<file path="config.mk">
export PLATFORM = sky130hd
export DESIGN_NAME = positional_pid_controller_unit
export DESIGN_NICKNAME = d
export VERILOG_FILES = /design/src/rtl/core/ppid_pkg.sv /design/src/rtl/core/ppid_cfg_regs.sv /design/src/rtl/core/ppid_state_stage.sv /design/src/rtl/core/ppid_mult_stage.sv /design/src/rtl/core/ppid_out_stage.sv /design/src/rtl/core/positional_pid_controller_unit.sv
export VERILOG_INCLUDE_DIRS = /design/src /design/src/rtl/core
export SDC_FILE = /design/constraint.sdc
export NUM_CORES = 2
export LEC_CHECK = 0
export ABC_AREA = 1
export CAP_MARGIN = 20
export CORE_AREA = 3 3 245 488
export DETAILED_ROUTE_END_ITERATION = 8
export DIE_AREA = 0 0 248 491
export DONT_BUFFER_PORTS = 1
export GPL_ROUTABILITY_DRIVEN = 0
export PLACE_DENSITY_LB_ADDON = 0.08
export REMOVE_ABC_BUFFERS = 1
export SLEW_MARGIN = 40
export SYNTH_ARGS = -nofsm -noshare
export SYNTH_HDL_FRONTEND = slang
export SYNTH_SLANG_ARGS = --single-unit
</file>
<file path="constraint.sdc">
create_clock -name clk -period 8.05 [get_ports clk]
set_clock_uncertainty 0.15 [all_clocks]
set_input_delay 0.4025 -clock clk [delete_from_list [all_inputs] [get_ports clk]]
set_output_delay 0.4025 -clock clk [all_outputs]
set_load 0.05 [all_outputs]
</file>
<file path="src/rtl/core/assert_macros.svh">
// Shared assertion shorthands, clocked on the rising edge and off during reset.
`ifndef ASSERT_MACROS_SVH
`define ASSERT_MACROS_SVH

// Same-cycle implication.
`define ASSERT_IMPLIES(label, clk, rst_n, ante, cons) \
    label: assert property (@(posedge clk) disable iff (!rst_n) (ante) |-> (cons)) \
        else $error("assertion failed: same-cycle implication");

// Next-cycle implication.
`define ASSERT_NEXT(label, clk, rst_n, ante, cons) \
    label: assert property (@(posedge clk) disable iff (!rst_n) (ante) |=> (cons)) \
        else $error("assertion failed: next-cycle implication");

`endif

</file>
<file path="src/rtl/core/ppid_pkg.sv">
package ppid_pkg;

    localparam int DATA_W                = 16;
    localparam int GAIN_W                = 16;
    localparam int ERR_W                 = 17;
    localparam int DIFF_W                = 18;
    localparam int GAIN_FRAC_BITS        = 8;
    localparam int INTEGRAL_WIDTH_DEFAULT = 40;
    localparam int REG_INDEX_W           = 3;

    localparam logic signed [GAIN_W-1:0] GAIN_P_RESET  = 16'sd256;
    localparam logic signed [GAIN_W-1:0] GAIN_I_RESET  = 16'sd0;
    localparam logic signed [GAIN_W-1:0] GAIN_D_RESET  = 16'sd0;
    localparam logic signed [DATA_W-1:0] SETPOINT_RESET = 16'sd0;
    localparam logic signed [DATA_W-1:0] OUT_MIN_RESET  = 16'sh8000;
    localparam logic signed [DATA_W-1:0] OUT_MAX_RESET  = 16'sh7FFF;

    typedef enum logic [REG_INDEX_W-1:0] {
        REG_GAIN_P   = 3'd0,
        REG_GAIN_I   = 3'd1,
        REG_GAIN_D   = 3'd2,
        REG_SETPOINT = 3'd3,
        REG_OUT_MIN  = 3'd4,
        REG_OUT_MAX  = 3'd5
    } reg_index_t;

    typedef struct packed {
        logic signed [GAIN_W-1:0] gain_p;
        logic signed [GAIN_W-1:0] gain_i;
        logic signed [GAIN_W-1:0] gain_d;
        logic signed [DATA_W-1:0] setpoint;
        logic signed [DATA_W-1:0] out_min;
        logic signed [DATA_W-1:0] out_max;
    } cfg_t;

    // Setpoint write: clear the integral and reload the error history.
    typedef struct packed {
        logic                     clear;
        logic signed [DATA_W-1:0] value;
    } hist_t;

endpackage

</file>
<file path="src/rtl/core/ppid_cfg_regs.sv">
module ppid_cfg_regs (
    input  logic                                 clk,
    input  logic                                 rst_n,
    input  logic                                 cfg_write,
    input  logic [ppid_pkg::REG_INDEX_W-1:0]     cfg_index,
    input  logic [ppid_pkg::DATA_W-1:0]          cfg_data,
    output ppid_pkg::cfg_t                       cfg,
    output ppid_pkg::hist_t                      hist
);

    ppid_pkg::cfg_t cfg_reg;
    ppid_pkg::cfg_t cfg_next;

    always_comb
    begin
        cfg_next = cfg_reg;
        if (cfg_write)
        begin
            case (ppid_pkg::reg_index_t'(cfg_index))
                ppid_pkg::REG_GAIN_P:   cfg_next.gain_p   = cfg_data;
                ppid_pkg::REG_GAIN_I:   cfg_next.gain_i   = cfg_data;
                ppid_pkg::REG_GAIN_D:   cfg_next.gain_d   = cfg_data;
                ppid_pkg::REG_SETPOINT: cfg_next.setpoint = cfg_data;
                ppid_pkg::REG_OUT_MIN:  cfg_next.out_min  = cfg_data;
                ppid_pkg::REG_OUT_MAX:  cfg_next.out_max  = cfg_data;
                default:                cfg_next = cfg_reg;
            endcase
        end
    end

    always_ff @(posedge clk or negedge rst_n)
    begin
        if (!rst_n)
        begin
            cfg_reg.gain_p   <= ppid_pkg::GAIN_P_RESET;
            cfg_reg.gain_i   <= ppid_pkg::GAIN_I_RESET;
            cfg_reg.gain_d   <= ppid_pkg::GAIN_D_RESET;
            cfg_reg.setpoint <= ppid_pkg::SETPOINT_RESET;
            cfg_reg.out_min  <= ppid_pkg::OUT_MIN_RESET;
            cfg_reg.out_max  <= ppid_pkg::OUT_MAX_RESET;
        end
        else
        begin
            cfg_reg <= cfg_next;
        end
    end

    assign cfg        = cfg_reg;
    assign hist.clear = cfg_write && (cfg_index == ppid_pkg::REG_SETPOINT);
    assign hist.value = cfg_data;

endmodule

</file>
<file path="src/rtl/core/ppid_state_stage.sv">
`include "assert_macros.svh"

module ppid_state_stage #(
    parameter int INTEGRAL_WIDTH = ppid_pkg::INTEGRAL_WIDTH_DEFAULT
) (
    input  logic                                  clk,
    input  logic                                  rst_n,
    input  ppid_pkg::cfg_t                        cfg,
    input  ppid_pkg::hist_t                       hist,
    input  logic                                  up_valid,
    output logic                                  up_ready,
    input  logic signed [ppid_pkg::DATA_W-1:0]    measurement,
    output logic                                  dn_valid,
    input  logic                                  dn_ready,
    output logic signed [ppid_pkg::ERR_W-1:0]     err_out,
    output logic signed [ppid_pkg::DIFF_W-1:0]    diff_out,
    output logic signed [INTEGRAL_WIDTH-1:0]      integral_out
);

    localparam logic signed [INTEGRAL_WIDTH-1:0] INT_MAX = {1'b0, {(INTEGRAL_WIDTH-1){1'b1}}};
    localparam logic signed [INTEGRAL_WIDTH-1:0] INT_MIN = {1'b1, {(INTEGRAL_WIDTH-1){1'b0}}};

    logic                                  valid_reg;
    logic signed [ppid_pkg::ERR_W-1:0]     err_reg;
    logic signed [ppid_pkg::DIFF_W-1:0]    diff_reg;
    logic signed [INTEGRAL_WIDTH-1:0]      integral_reg;
    logic signed [INTEGRAL_WIDTH-1:0]      integral_next;
    logic signed [ppid_pkg::ERR_W-1:0]     prev_error_reg;
    logic signed [ppid_pkg::ERR_W-1:0]     prev_error_next;
    logic signed [ppid_pkg::ERR_W-1:0]     err;
    logic signed [ppid_pkg::DIFF_W-1:0]    diff;
    logic        [INTEGRAL_WIDTH:0]        int_sum;
    logic signed [INTEGRAL_WIDTH-1:0]      int_sat;
    logic                                  load;

    assign up_ready = !valid_reg || dn_ready;
    assign load     = up_valid && up_ready;

    assign err  = {cfg.setpoint[ppid_pkg::DATA_W-1], cfg.setpoint}
                - {measurement[ppid_pkg::DATA_W-1], measurement};
    assign diff = {err[ppid_pkg::ERR_W-1], err}
                - {prev_error_reg[ppid_pkg::ERR_W-1], prev_error_reg};

    // Saturating accumulate: one guard bit flags overflow.
    assign int_sum = {integral_reg[INTEGRAL_WIDTH-1], integral_reg}
                   + (INTEGRAL_WIDTH+1)'(err);

    always_comb
    begin
        if (int_sum[INTEGRAL_WIDTH] != int_sum[INTEGRAL_WIDTH-1])
        begin
            int_sat = int_sum[INTEGRAL_WIDTH] ? INT_MIN : INT_MAX;
        end
        else
        begin
            int_sat = int_sum[INTEGRAL_WIDTH-1:0];
        end
    end

    // A setpoint write wins over a transfer in the same cycle.
    always_comb
    begin
        integral_next   = integral_reg;
        prev_error_next = prev_error_reg;
        if (hist.clear)
        begin
            integral_next   = '0;
            prev_error_next = ppid_pkg::ERR_W'(hist.value);
        end
        else if (load)
        begin
            integral_next   = int_sat;
            prev_error_next = err;
        end
    end

    always_ff @(posedge clk or negedge rst_n)
    begin
        if (!rst_n)
        begin
            valid_reg      <= 1'b0;
            integral_reg   <= '0;
            prev_error_reg <= '0;
        end
        else
        begin
            integral_reg   <= integral_next;
            prev_error_reg <= prev_error_next;
            if (up_ready)
            begin
                valid_reg <= up_valid;
            end
        end
    end

    always_ff @(posedge clk)
    begin
        if (load)
        begin
            err_reg  <= err;
            diff_reg <= diff;
        end
    end

    assign dn_valid     = valid_reg;
    assign err_out      = err_reg;
    assign diff_out     = diff_reg;
    assign integral_out = integral_reg;

    `ASSERT_NEXT(a_hist_clear_zeroes_integral, clk, rst_n, hist.clear, integral_reg == '0)

endmodule

</file>
<file path="src/rtl/core/ppid_mult_stage.sv">
module ppid_mult_stage #(
    parameter int INTEGRAL_WIDTH = ppid_pkg::INTEGRAL_WIDTH_DEFAULT
) (
    input  logic                                          clk,
    input  logic                                          rst_n,
    input  ppid_pkg::cfg_t                                cfg,
    input  logic                                          up_valid,
    output logic                                          up_ready,
    input  logic signed [ppid_pkg::ERR_W-1:0]             err_in,
    input  logic signed [ppid_pkg::DIFF_W-1:0]            diff_in,
    input  logic signed [INTEGRAL_WIDTH-1:0]              integral_in,
    output logic                                          dn_valid,
    input  logic                                          dn_ready,
    output logic signed [ppid_pkg::ERR_W-1:0]             err_out,
    output logic signed [ppid_pkg::GAIN_W+ppid_pkg::ERR_W-1:0]  prod_p,
    output logic signed [ppid_pkg::GAIN_W+ppid_pkg::DIFF_W-1:0] prod_d,
    output logic signed [ppid_pkg::GAIN_W+INTEGRAL_WIDTH/2:0]   prod_ilo,
    output logic signed [ppid_pkg::GAIN_W+INTEGRAL_WIDTH-INTEGRAL_WIDTH/2-1:0] prod_ihi
);

    localparam int ILO = INTEGRAL_WIDTH / 2;
    localparam int IHI = INTEGRAL_WIDTH - ILO;
    localparam int PW  = ppid_pkg::GAIN_W + ppid_pkg::ERR_W;
    localparam int DW  = ppid_pkg::GAIN_W + ppid_pkg::DIFF_W;
    localparam int LW  = ppid_pkg::GAIN_W + ILO + 1;
    localparam int HW  = ppid_pkg::GAIN_W + IHI;

    logic                                 valid_reg;
    logic signed [ppid_pkg::ERR_W-1:0]    err_reg;
    logic signed [PW-1:0]                 prod_p_reg;
    logic signed [DW-1:0]                 prod_d_reg;
    logic signed [LW-1:0]                 prod_ilo_reg;
    logic signed [HW-1:0]                 prod_ihi_reg;
    logic signed [PW-1:0]                 prod_p_next;
    logic signed [DW-1:0]                 prod_d_next;
    logic signed [LW-1:0]                 prod_ilo_next;
    logic signed [HW-1:0]                 prod_ihi_next;
    logic signed [ILO:0]                  int_lo;
    logic signed [IHI-1:0]                int_hi;
    logic                                 load;

    assign up_ready = !valid_reg || dn_ready;
    assign load     = up_valid && up_ready;

    // Split the integral so each product stays narrow; low half unsigned.
    assign int_lo = {1'b0, integral_in[ILO-1:0]};
    assign int_hi = integral_in[INTEGRAL_WIDTH-1:ILO];

    assign prod_p_next   = cfg.gain_p * err_in;
    assign prod_d_next   = cfg.gain_d * diff_in;
    assign prod_ilo_next = cfg.gain_i * int_lo;
    assign prod_ihi_next = cfg.gain_i * int_hi;

    always_ff @(posedge clk or negedge rst_n)
    begin
        if (!rst_n)
        begin
            valid_reg <= 1'b0;
        end
        else if (up_ready)
        begin
            valid_reg <= up_valid;
        end
    end

    always_ff @(posedge clk)
    begin
        if (load)
        begin
            err_reg      <= err_in;
            prod_p_reg   <= prod_p_next;
            prod_d_reg   <= prod_d_next;
            prod_ilo_reg <= prod_ilo_next;
            prod_ihi_reg <= prod_ihi_next;
        end
    end

    assign dn_valid = valid_reg;
    assign err_out  = err_reg;
    assign prod_p   = prod_p_reg;
    assign prod_d   = prod_d_reg;
    assign prod_ilo = prod_ilo_reg;
    assign prod_ihi = prod_ihi_reg;

endmodule

</file>
<file path="src/rtl/core/ppid_out_stage.sv">
`include "assert_macros.svh"

module ppid_out_stage #(
    parameter int INTEGRAL_WIDTH = ppid_pkg::INTEGRAL_WIDTH_DEFAULT
) (
    input  logic                                          clk,
    input  logic                                          rst_n,
    input  ppid_pkg::cfg_t                                cfg,
    input  logic                                          up_valid,
    output logic                                          up_ready,
    input  logic signed [ppid_pkg::ERR_W-1:0]             err_in,
    input  logic signed [ppid_pkg::GAIN_W+ppid_pkg::ERR_W-1:0]  prod_p,
    input  logic signed [ppid_pkg::GAIN_W+ppid_pkg::DIFF_W-1:0] prod_d,
    input  logic signed [ppid_pkg::GAIN_W+INTEGRAL_WIDTH/2:0]   prod_ilo,
    input  logic signed [ppid_pkg::GAIN_W+INTEGRAL_WIDTH-INTEGRAL_WIDTH/2-1:0] prod_ihi,
    output logic                                          dn_valid,
    input  logic                                          dn_ready,
    output logic signed [ppid_pkg::DATA_W-1:0]            drive,
    output logic signed [ppid_pkg::ERR_W-1:0]             current_error
);

    localparam int ILO   = INTEGRAL_WIDTH / 2;
    localparam int SUM_W = INTEGRAL_WIDTH + ppid_pkg::DIFF_W;
    localparam int SH_W  = SUM_W - ppid_pkg::GAIN_FRAC_BITS;

    logic                                 valid_reg;
    logic signed [ppid_pkg::DATA_W-1:0]   drive_reg;
    logic signed [ppid_pkg::DATA_W-1:0]   drive_next;
    logic signed [ppid_pkg::ERR_W-1:0]    err_reg;
    logic signed [SUM_W-1:0]              sum;
    logic signed [SUM_W-1:0]              sum_shr;
    logic signed [SH_W-1:0]               scaled;
    logic signed [SH_W-1:0]               lim_max;
    logic signed [SH_W-1:0]               lim_min;
    logic                                 load;

    assign up_ready = !valid_reg || dn_ready;
    assign load     = up_valid && up_ready;

    assign sum = SUM_W'(prod_p) + SUM_W'(prod_d) + SUM_W'(prod_ilo)
               + (SUM_W'(prod_ihi) <<< ILO);

    // Arithmetic shift floors toward minus infinity.
    assign sum_shr = sum >>> ppid_pkg::GAIN_FRAC_BITS;
    assign scaled  = sum_shr[SH_W-1:0];
    assign lim_max = SH_W'(cfg.out_max);
    assign lim_min = SH_W'(cfg.out_min);

    // Lower clamp first, upper clamp second: inverted limits give out_min.
    always_comb
    begin
        if ((scaled < lim_min) || (lim_max < lim_min))
        begin
            drive_next = cfg.out_min;
        end
        else if (scaled > lim_max)
        begin
            drive_next = cfg.out_max;
        end
        else
        begin
            drive_next = scaled[ppid_pkg::DATA_W-1:0];
        end
    end

    always_ff @(posedge clk or negedge rst_n)
    begin
        if (!rst_n)
        begin
            valid_reg <= 1'b0;
        end
        else if (up_ready)
        begin
            valid_reg <= up_valid;
        end
    end

    always_ff @(posedge clk)
    begin
        if (load)
        begin
            drive_reg <= drive_next;
            err_reg   <= err_in;
        end
    end

    assign dn_valid      = valid_reg;
    assign drive         = drive_reg;
    assign current_error = err_reg;

    `ASSERT_NEXT(a_drive_within_limits, clk, rst_n, load && (cfg.out_min <= cfg.out_max), (drive_reg >= $past(cfg.out_min)) && (drive_reg <= $past(cfg.out_max)))

endmodule

</file>
<file path="src/rtl/core/positional_pid_controller_unit.sv">
// Positional PID controller with output clamp.
//
// Input channel: one measurement per transfer (in_valid high, in_stall low).
// Output channel: drive and current_error per transfer (out_valid high,
// out_stall low). Exactly one result leaves for every measurement taken.
// Configuration: cfg_write with cfg_index/cfg_data writes one register
// (0 gain_p, 1 gain_i, 2 gain_d, 3 setpoint, 4 out_min, 5 out_max);
// other indexes are dropped. Write only while the pipeline is empty.
// A setpoint write clears the integral and loads the error history.
//
// Throughput: one item per cycle while in_stall is low, set by the
// error/integral update, a 17-bit subtract and a saturating integral
// add that close in the accept cycle. Products are registered in stage
// two; the sum, shift and clamp fill stage three. Each stage holds its
// own valid bit, so bubbles collapse and a new measurement is taken
// while a finished result waits.
// Reset: config, integral and error history return to their reset values,
// the pipeline empties. A stalled receiver holds the output; in_stall
// rises only when all three stages are full and out_stall is high.

`include "assert_macros.svh"

module positional_pid_controller_unit #(
    parameter int INTEGRAL_WIDTH = ppid_pkg::INTEGRAL_WIDTH_DEFAULT
) (
    input  logic                                  clk,
    input  logic                                  rst_n,
    input  logic                                  cfg_write,
    input  logic [ppid_pkg::REG_INDEX_W-1:0]      cfg_index,
    input  logic [ppid_pkg::DATA_W-1:0]           cfg_data,
    input  logic                                  in_valid,
    output logic                                  in_stall,
    input  logic signed [ppid_pkg::DATA_W-1:0]    measurement,
    output logic                                  out_valid,
    input  logic                                  out_stall,
    output logic signed [ppid_pkg::DATA_W-1:0]    drive,
    output logic signed [ppid_pkg::ERR_W-1:0]     current_error
);

    localparam int ILO = INTEGRAL_WIDTH / 2;
    localparam int IHI = INTEGRAL_WIDTH - ILO;

    ppid_pkg::cfg_t                                   cfg;
    ppid_pkg::hist_t                                  hist;
    logic                                             in_ready;
    logic                                             s1_valid;
    logic                                             s1_ready;
    logic signed [ppid_pkg::ERR_W-1:0]                s1_err;
    logic signed [ppid_pkg::DIFF_W-1:0]               s1_diff;
    logic signed [INTEGRAL_WIDTH-1:0]                 s1_integral;
    logic                                             s2_valid;
    logic                                             s2_ready;
    logic signed [ppid_pkg::ERR_W-1:0]                s2_err;
    logic signed [ppid_pkg::GAIN_W+ppid_pkg::ERR_W-1:0]  s2_prod_p;
    logic signed [ppid_pkg::GAIN_W+ppid_pkg::DIFF_W-1:0] s2_prod_d;
    logic signed [ppid_pkg::GAIN_W+ILO:0]             s2_prod_ilo;
    logic signed [ppid_pkg::GAIN_W+IHI-1:0]           s2_prod_ihi;

    ppid_cfg_regs u_cfg (
        .clk       (clk),
        .rst_n     (rst_n),
        .cfg_write (cfg_write),
        .cfg_index (cfg_index),
        .cfg_data  (cfg_data),
        .cfg       (cfg),
        .hist      (hist)
    );

    // Stage one: error, derivative difference, integral update.
    ppid_state_stage #(
        .INTEGRAL_WIDTH (INTEGRAL_WIDTH)
    ) u_state (
        .clk          (clk),
        .rst_n        (rst_n),
        .cfg          (cfg),
        .hist         (hist),
        .up_valid     (in_valid),
        .up_ready     (in_ready),
        .measurement  (measurement),
        .dn_valid     (s1_valid),
        .dn_ready     (s1_ready),
        .err_out      (s1_err),
        .diff_out     (s1_diff),
        .integral_out (s1_integral)
    );

    // Stage two: gain products, integral term split in two halves.
    ppid_mult_stage #(
        .INTEGRAL_WIDTH (INTEGRAL_WIDTH)
    ) u_mult (
        .clk         (clk),
        .rst_n       (rst_n),
        .cfg         (cfg),
        .up_valid    (s1_valid),
        .up_ready    (s1_ready),
        .err_in      (s1_err),
        .diff_in     (s1_diff),
        .integral_in (s1_integral),
        .dn_valid    (s2_valid),
        .dn_ready    (s2_ready),
        .err_out     (s2_err),
        .prod_p      (s2_prod_p),
        .prod_d      (s2_prod_d),
        .prod_ilo    (s2_prod_ilo),
        .prod_ihi    (s2_prod_ihi)
    );

    // Stage three: sum, scale, clamp into the result register.
    ppid_out_stage #(
        .INTEGRAL_WIDTH (INTEGRAL_WIDTH)
    ) u_out (
        .clk           (clk),
        .rst_n         (rst_n),
        .cfg           (cfg),
        .up_valid      (s2_valid),
        .up_ready      (s2_ready),
        .err_in        (s2_err),
        .prod_p        (s2_prod_p),
        .prod_d        (s2_prod_d),
        .prod_ilo      (s2_prod_ilo),
        .prod_ihi      (s2_prod_ihi),
        .dn_valid      (out_valid),
        .dn_ready      (!out_stall),
        .drive         (drive),
        .current_error (current_error)
    );

    assign in_stall = !in_ready;

    `ASSERT_IMPLIES(a_stall_only_when_full, clk, rst_n, in_stall, s1_valid && s2_valid && out_valid && out_stall)

endmodule

</file>
# ---- Yosys cells after proc, flatten, opt, wreduce, memory -nomap -nowiden
# Index checks and enable logic that the tools add are counted.
dict set report totals {
  regBits 381
  wordCells 68
}
dict set report classes {
  n_addsub 6
  n_mul 4
  magnitude_cmp 3
  n_eq_ne 6
  muxes 8
  n_reduce_logical 21
}
# op n
set ops {}
lappend ops {{$mux W40} 4}
lappend ops {{$add A58 B56 Y58} 1}
lappend ops {{$gt A50 B16 Y1} 1}
lappend ops {{$lt A50 B16 Y1} 1}
lappend ops {{$add A40 B17 Y41} 1}
lappend ops {{$add A35 B37 Y38} 1}
lappend ops {{$mul A16 B21 Y37} 1}
lappend ops {{$mul A16 B20 Y36} 1}
lappend ops {{$add A33 B34 Y35} 1}
lappend ops {{$mul A16 B18 Y34} 1}
lappend ops {{$mux W17} 2}
lappend ops {{$mul A16 B17 Y33} 1}
lappend ops {{$mux W16} 2}
lappend ops {{$sub A17 B17 Y18} 1}
lappend ops {{$sub A16 B16 Y17} 1}
lappend ops {{$lt A16 B16 Y1} 1}
lappend ops {{$reduce_and A2 Y1} 6}
lappend ops {{$eq A3 B2 Y1 const B} 2}
lappend ops {{$eq A3 B3 Y1 const B} 2}
lappend ops {{$logic_not A1 Y1} 5}
lappend ops {{$logic_and A1 B1 Y1} 4}
lappend ops {{$logic_or A1 B1 Y1} 4}
lappend ops {{$eq A3 B1 Y1 const B} 1}
lappend ops {{$logic_not A3 Y1} 1}
lappend ops {{other kinds (2)} 2}

# ---- Logic depth before layout (Yosys ltp)
dict set report depth {
  word_depth 7
  mapped_depth 47
  ltp_nobuf 46
}

# ---- Hierarchy
# From an unflattened synthesis, not the netlist that was laid out.
dict set report hier_totals {
  hier_cells 9765
  area_unflattened_um2 74684.1
}
# mod n_inst cells_each area_per_inst_um2
set by_module_without_submodules {}
lappend by_module_without_submodules {ppid_mult_stage 1 6585 52208.8}
lappend by_module_without_submodules {ppid_out_stage 1 1545 10362.4}
lappend by_module_without_submodules {ppid_state_stage 1 1192 8185.4}
lappend by_module_without_submodules {ppid_cfg_regs 1 441 3920.0}
lappend by_module_without_submodules {positional_pid_controller_unit 1 2 7.5}

# ---- Least setup slack after synthesis
# No wires, ideal clock.
dict set report synth_timing {
  path_kind {register -> register}
  from {register u_mult.prod_p_reg[9], in the netlist u_mult.prod_p[9]}
  to {register u_out.drive_reg, in the netlist u_out.drive[10] (data pin)}
  setup_ns 0.254
  arrival_time_ns 6.054
  required_ns 7.646
  slack_ns 1.592
  stages_incl_launch_ff 37
  path_buffers 1
  period_less_slack_ns 6.458
  cell_sequence {edfxtp_1 > fa_1 > ha_1 > nand2_1 > nor3_1 > nand2_1 > nand3_1 > nand2_1 > nand2_1 > nand2_1 > nand2_1 > nand2_1 > nand2_1 > nand3_1 > nand2_1 > xor2_1 > ha_1 > nand2_1 > nor2_1 > inv_1 > nor4_1 > nand3_1 > nand3_1 > a21oi_1 > a21oi_1 > inv_1 > ha_1 > nand4_1 > nor2_1 > nor4b_1 > and3_1 > nand2_1 > nand3_1 > nand3_2 > buf_2 > nand2_1 > nand2_1}
}
dict set report synth_via {
  elab_chain_cells 6
  elab_cells_between_ends 8
  classes_between {3 x add/sub; 2 x order compare; 2 x mux; 1 x reduce/logical}
}
# item line
set synth_lines {}
lappend synth_lines {{start, declared} ppid_mult_stage.sv:30} ;# logic signed [PW-1:0] prod_p_reg;
lappend synth_lines {{start signal, assigned} ppid_mult_stage.sv:71} ;# prod_p_reg <= prod_p_next;
lappend synth_lines {{$add A33 B34 Y35 *} ppid_out_stage.sv:40} ;# assign sum = SUM_W'(prod_p) + SUM_W'(prod_d) + SUM_W'(prod_ilo)
lappend synth_lines {{$add A35 B37 Y38 *} ppid_out_stage.sv:40}
lappend synth_lines {{$add A58 B56 Y58 *} ppid_out_stage.sv:41} ;# + (SUM_W'(prod_ihi) <<< ILO);
lappend synth_lines {{$gt A50 B16 Y1 or $lt A50 B16 Y1 (tied branches)} {ppid_out_stage.sv:56, ppid_out_stage.sv:52}}
lappend synth_lines {{$mux W16 or $logic_or A1 B1 Y1 (tied branches)} {ppid_out_stage.sv:56, ppid_out_stage.sv:52}}
lappend synth_lines {{$mux W16 *} ppid_out_stage.sv:52} ;# if ((scaled < lim_min) || (lim_max < lim_min))
lappend synth_lines {{via u_out.drive_next, one bit} ppid_out_stage.sv:28} ;# logic signed [ppid_pkg::DATA_W-1:0] drive_next;
lappend synth_lines {{end signal, assigned} ppid_out_stage.sv:82} ;# drive_reg <= drive_next;
lappend synth_lines {{end, declared} ppid_out_stage.sv:27} ;# logic signed [ppid_pkg::DATA_W-1:0] drive_reg;
# Mark *: on every way through the listed nets, which the timed path passes. The rest lies on a longest branch.
# A chain may end at the register's enable or synchronous reset.

# ---- Final worst setup path
dict set report layout_timing {
  from {register u_state.diff_reg, in the netlist u_state.diff_out[10]}
  to {register u_mult.prod_d_reg[28], in the netlist u_mult.prod_d[28] (data pin)}
}
dict set report layout_via {
  elab_chain_cells 1
}
# item line
set layout_lines {}
lappend layout_lines {{start, declared} ppid_state_stage.sv:25} ;# logic signed [ppid_pkg::DIFF_W-1:0] diff_reg;
lappend layout_lines {{start signal, assigned} ppid_state_stage.sv:101} ;# diff_reg <= diff;
lappend layout_lines {{$mul A16 B18 Y34} ppid_mult_stage.sv:50} ;# assign prod_d_next = cfg.gain_d * diff_in;
lappend layout_lines {{via u_mult.prod_d_next[28]} ppid_mult_stage.sv:35} ;# logic signed [DW-1:0] prod_d_next;
lappend layout_lines {{end signal, assigned} ppid_mult_stage.sv:72} ;# prod_d_reg <= prod_d_next;
lappend layout_lines {{end, declared} ppid_mult_stage.sv:31} ;# logic signed [DW-1:0] prod_d_reg;
# The timed path passes the listed nets, and every way through them passes these cells.

==> reports/qor.json <==
{
  "critical_path": {
    "cpPeakStageDelay_ns": 0.94,
    "worstSetupPathType": "register to register",
    "cp.arrival_ns": 7.66,
    "cell_chain_critical_path": "nand2_1 -> fa_1 -> inv_1 -> fa_1 -> inv_1 -> fa_1 -> fa_1 -> inv_1 -> fa_1 -> inv_1 -> fa_1 -> inv_1 -> ha_1 -> nand2_1 -> nor2_1 -> nand2_1 -> o21ai_0 -> a21oi_1 -> o21bai_1 -> a21oi_1 -> xor2_1",
    "source_of_the_critical_timing_path": "u_state.diff_out[10]",
    "worst_path_max_delay_cell": "sky130_fd_sc_hd__edfxtp_1",
    "critPathMaxFanout": 16,
    "timing.critical_path.from_type": "register",
    "worst-r2r-setup-slack_ns": 0.52,
    "critical_path.most_common_cell": "sky130_fd_sc_hd__fa_1",
    "crit-reg2reg-launch": "u_state.diff_out[10]",
    "crit_family": "adder cells",
    "critPathBufInv": 5,
    "worst_setup_path_end_kind": "register",
    "worst-endpoint-required_ns": 8.18
  },
  "clocking": {
    "ctsRootBufferMaster": "sky130_fd_sc_hd__clkbuf_16",
    "clock_latency_ns": 0.63,
    "cts_buffers": 40,
    "post_cts_buffers": 0,
    "cts.path.max_buffers": 3,
    "cts.sinks": 381,
    "h-tree-depth": 2,
    "clkTransAtPathRegs_ns": 0.07,
    "clock_tree_from_tritoncts": "yes"
  },
  "synth": {
    "synth-adder-area-share": 0.4547,
    "synth_ff_type": "sky130_fd_sc_hd__edfxtp_1",
    "netlist_area_um2": 69630,
    "syn_area_per_cell_um2": 8.186,
    "post_synth_mux_area_share": 0,
    "netlist.area_leader.share": 0.3376,
    "synth_top_family_by_area": "adder cells",
    "synthArstFlopShare": 0.4094,
    "yosysSeqAreaShare": 0.1534,
    "synth-simple-area-share": 0.1607,
    "synthesis.instances": 8505,
    "ys_seq_elements": 381,
    "synth-xor-area-share": 0.03420,
    "yosysUniqueCellTypes": 56,
    "synth_largest_area_cell": "sky130_fd_sc_hd__fa_1",
    "synth-edff-count": 225,
    "synth_compound_area_frac": 0.06511,
    "yosys_warnings": 0,
    "netlist_top_cells_area": "sky130_fd_sc_hd__fa_1 (34%), sky130_fd_sc_hd__ha_1 (12%), sky130_fd_sc_hd__inv_1 (11%)"
  },
  "sta": {
    "rsz0062_at_grt": "false",
    "slew_viol_final": 0,
    "finalSetupTns_ns": 0,
    "worst-slew-pin-transition_ns": 0.9522,
    "period_share": 0.9358,
    "timing.max_slew.rel_slack": 0.3630,
    "timing.hold.ws_ns": 0.1206,
    "setup_viol": 0,
    "fmax_mhz": 132.7,
    "final_period_minus_worst_setup_slack_ns": 7.533,
    "hold_viol_final": 0
  },
  "route": {
    "routedWlPerCell_um": 22.11,
    "routed_wl_um": 219900,
    "drt-vias-per-instance": 5.651,
    "drt_pre_antenna_iters": 6,
    "total_drc_errors_in_the_routed_layout": 0,
    "drt_iter0_drc": 3260,
    "via_count": 56185,
    "antenna_violation_net_count_after_detailed_routing": 0
  },
  "grt": {
    "grt_overflow": 0,
    "first_global_vias": 61366,
    "antenna_found_initial": 12,
    "grt_start_max_net_pins": 157,
    "wire_length_of_the_first_global_routing_pass_um": 340300,
    "gr-usage-all-layers": 0.3743
  },
  "final_layout": {
    "post_route_cells_drive_above_1_share": 0.04114,
    "layout.cells.most_common": "sky130_fd_sc_hd__inv_1",
    "number_of_flip_flops_under_the_largest_register_name": 96,
    "most-common-layout-cells": "sky130_fd_sc_hd__inv_1 (2,107), sky130_fd_sc_hd__nand2_1 (2,106), sky130_fd_sc_hd__fa_1 (1,174), sky130_fd_sc_hd__ha_1 (649), sky130_fd_sc_hd__a21oi_1 (370)",
    "area.growth.synth_to_final_pct": 4.922,
    "num-nets-final": 10244
  },
  "place": {
    "hpwlAfterDp_um": 180900,
    "io_buffer_count": 0
  },
  "floorplan": {
    "placement_rows": 177,
    "die_h_um": 491,
    "initial_core_utilization": 0.5988,
    "core_area_um2": 116300,
    "io_pins": 75,
    "die_width_um": 248,
    "die_area_um2": 121800
  },
  "min_path": {
    "worstHoldPathType": "input port to register",
    "hold_start": "cfg_data[0]"
  },
  "status": {
    "run_status": "finished, final reports clean"
  },
  "flow_run": {
    "max-cap-violations": 0
  }
}
[worst reg2reg max path: cells and delay by family, from the launching register on]
family,cells,cell delay [ns]
AOI/OAI and AO/OA,4,1.11
adders and majority gates,7,3.59
DFF,1,0.94
buffers and inverters,5,0.37
and+or+nand+nor,4,0.45
xor gates and xnor gates,1,0.62
[through the flow]
step | utilization | cells | setup slack (ns) | area, µm²
floorplan | - | 8203 | 1.611 | 68420
global placement | 0.6120 | 9827 | 0.6110 | 71150
detailed placement | 0.6130 | 9833 | 0.4616 | 71270
CTS | 0.6270 | 9926 | 0.4478 | 72900
global route | 0.6281 | 9935 | 0.03362 | 73030
finish | 0.6283 | 9943 | 0.5166 | 73050
[synthesized netlist by cell type, types with 102 or more instances]
library cell / instances
sky130_fd_sc_hd__ha_1: 652
sky130_fd_sc_hd__nand2_1: 2108
sky130_fd_sc_hd__o21ai_0: 252
sky130_fd_sc_hd__fa_1: 1174
sky130_fd_sc_hd__dfrtp_1: 139
sky130_fd_sc_hd__xor2_1: 168
sky130_fd_sc_hd__a21oi_1: 371
sky130_fd_sc_hd__inv_1: 2110
sky130_fd_sc_hd__edfxtp_1: 225
sky130_fd_sc_hd__clkbuf_1: 272
sky130_fd_sc_hd__nand3_1: 179
sky130_fd_sc_hd__xnor2_1: 102
sky130_fd_sc_hd__nor2_1: 297
[layout make-up]
| type | instances | area (µm²) |
|---|---|---|
| antenna | 12 | 30.03 |
| clock buffer | 55 | 1225 |
| sequential | 381 | 10710 |
| timing repair buffer | 133 | 1150 |
| multi-input combinational | 5696 | 49850 |
| tap | 1521 | 1903 |
| clock inverter | 19 | 196.4 |
| inverter | 2126 | 7988 |
| fill | 10343 | 43220 |
[kinds of logic (layout without fill, tap and decap cells)]
kind of cell,after synthesis,after routing
buffers and inverters,2428,2333
adder cells (fa/ha/maj),1826,1826
flip-flops,381,381
other,0,12
AND/OR/NAND/NOR,2780,2780
AO/OA/AOI/OAI,819,819
XOR/XNOR,271,271
[routing by layer]
metal	share of wire	track usage
met5	0.00027	0
met3	0.060	0.06781
met2	0.52	0.6711
met4	0.13	0.3831
met1	0.29	0.3361
[path summary, 6_finish.rpt]
check / end / depth (start not counted)
min: u_cfg.cfg[16] / 2
max reg2reg: u_mult.prod_d[28] / 21
min in group asynchronous: u_cfg.cfg[44] / 2
max in group asynchronous: u_cfg.cfg[27] / 3
min reg2reg: u_out.current_error[0] / 0
max: u_mult.prod_d[28] / 21
[what timing repair did]
action / in CTS / in global routing
endpoints found under the setup margin: 0 / 16
hold buffers: 19 / 0
endpoints found under the hold margin: 188 / 0
gates resized for setup: 0 / 2
Power is left out: the tool's default activity adds up to more than one toggle a clock period on the data nets, which glitch-free logic cannot reach.
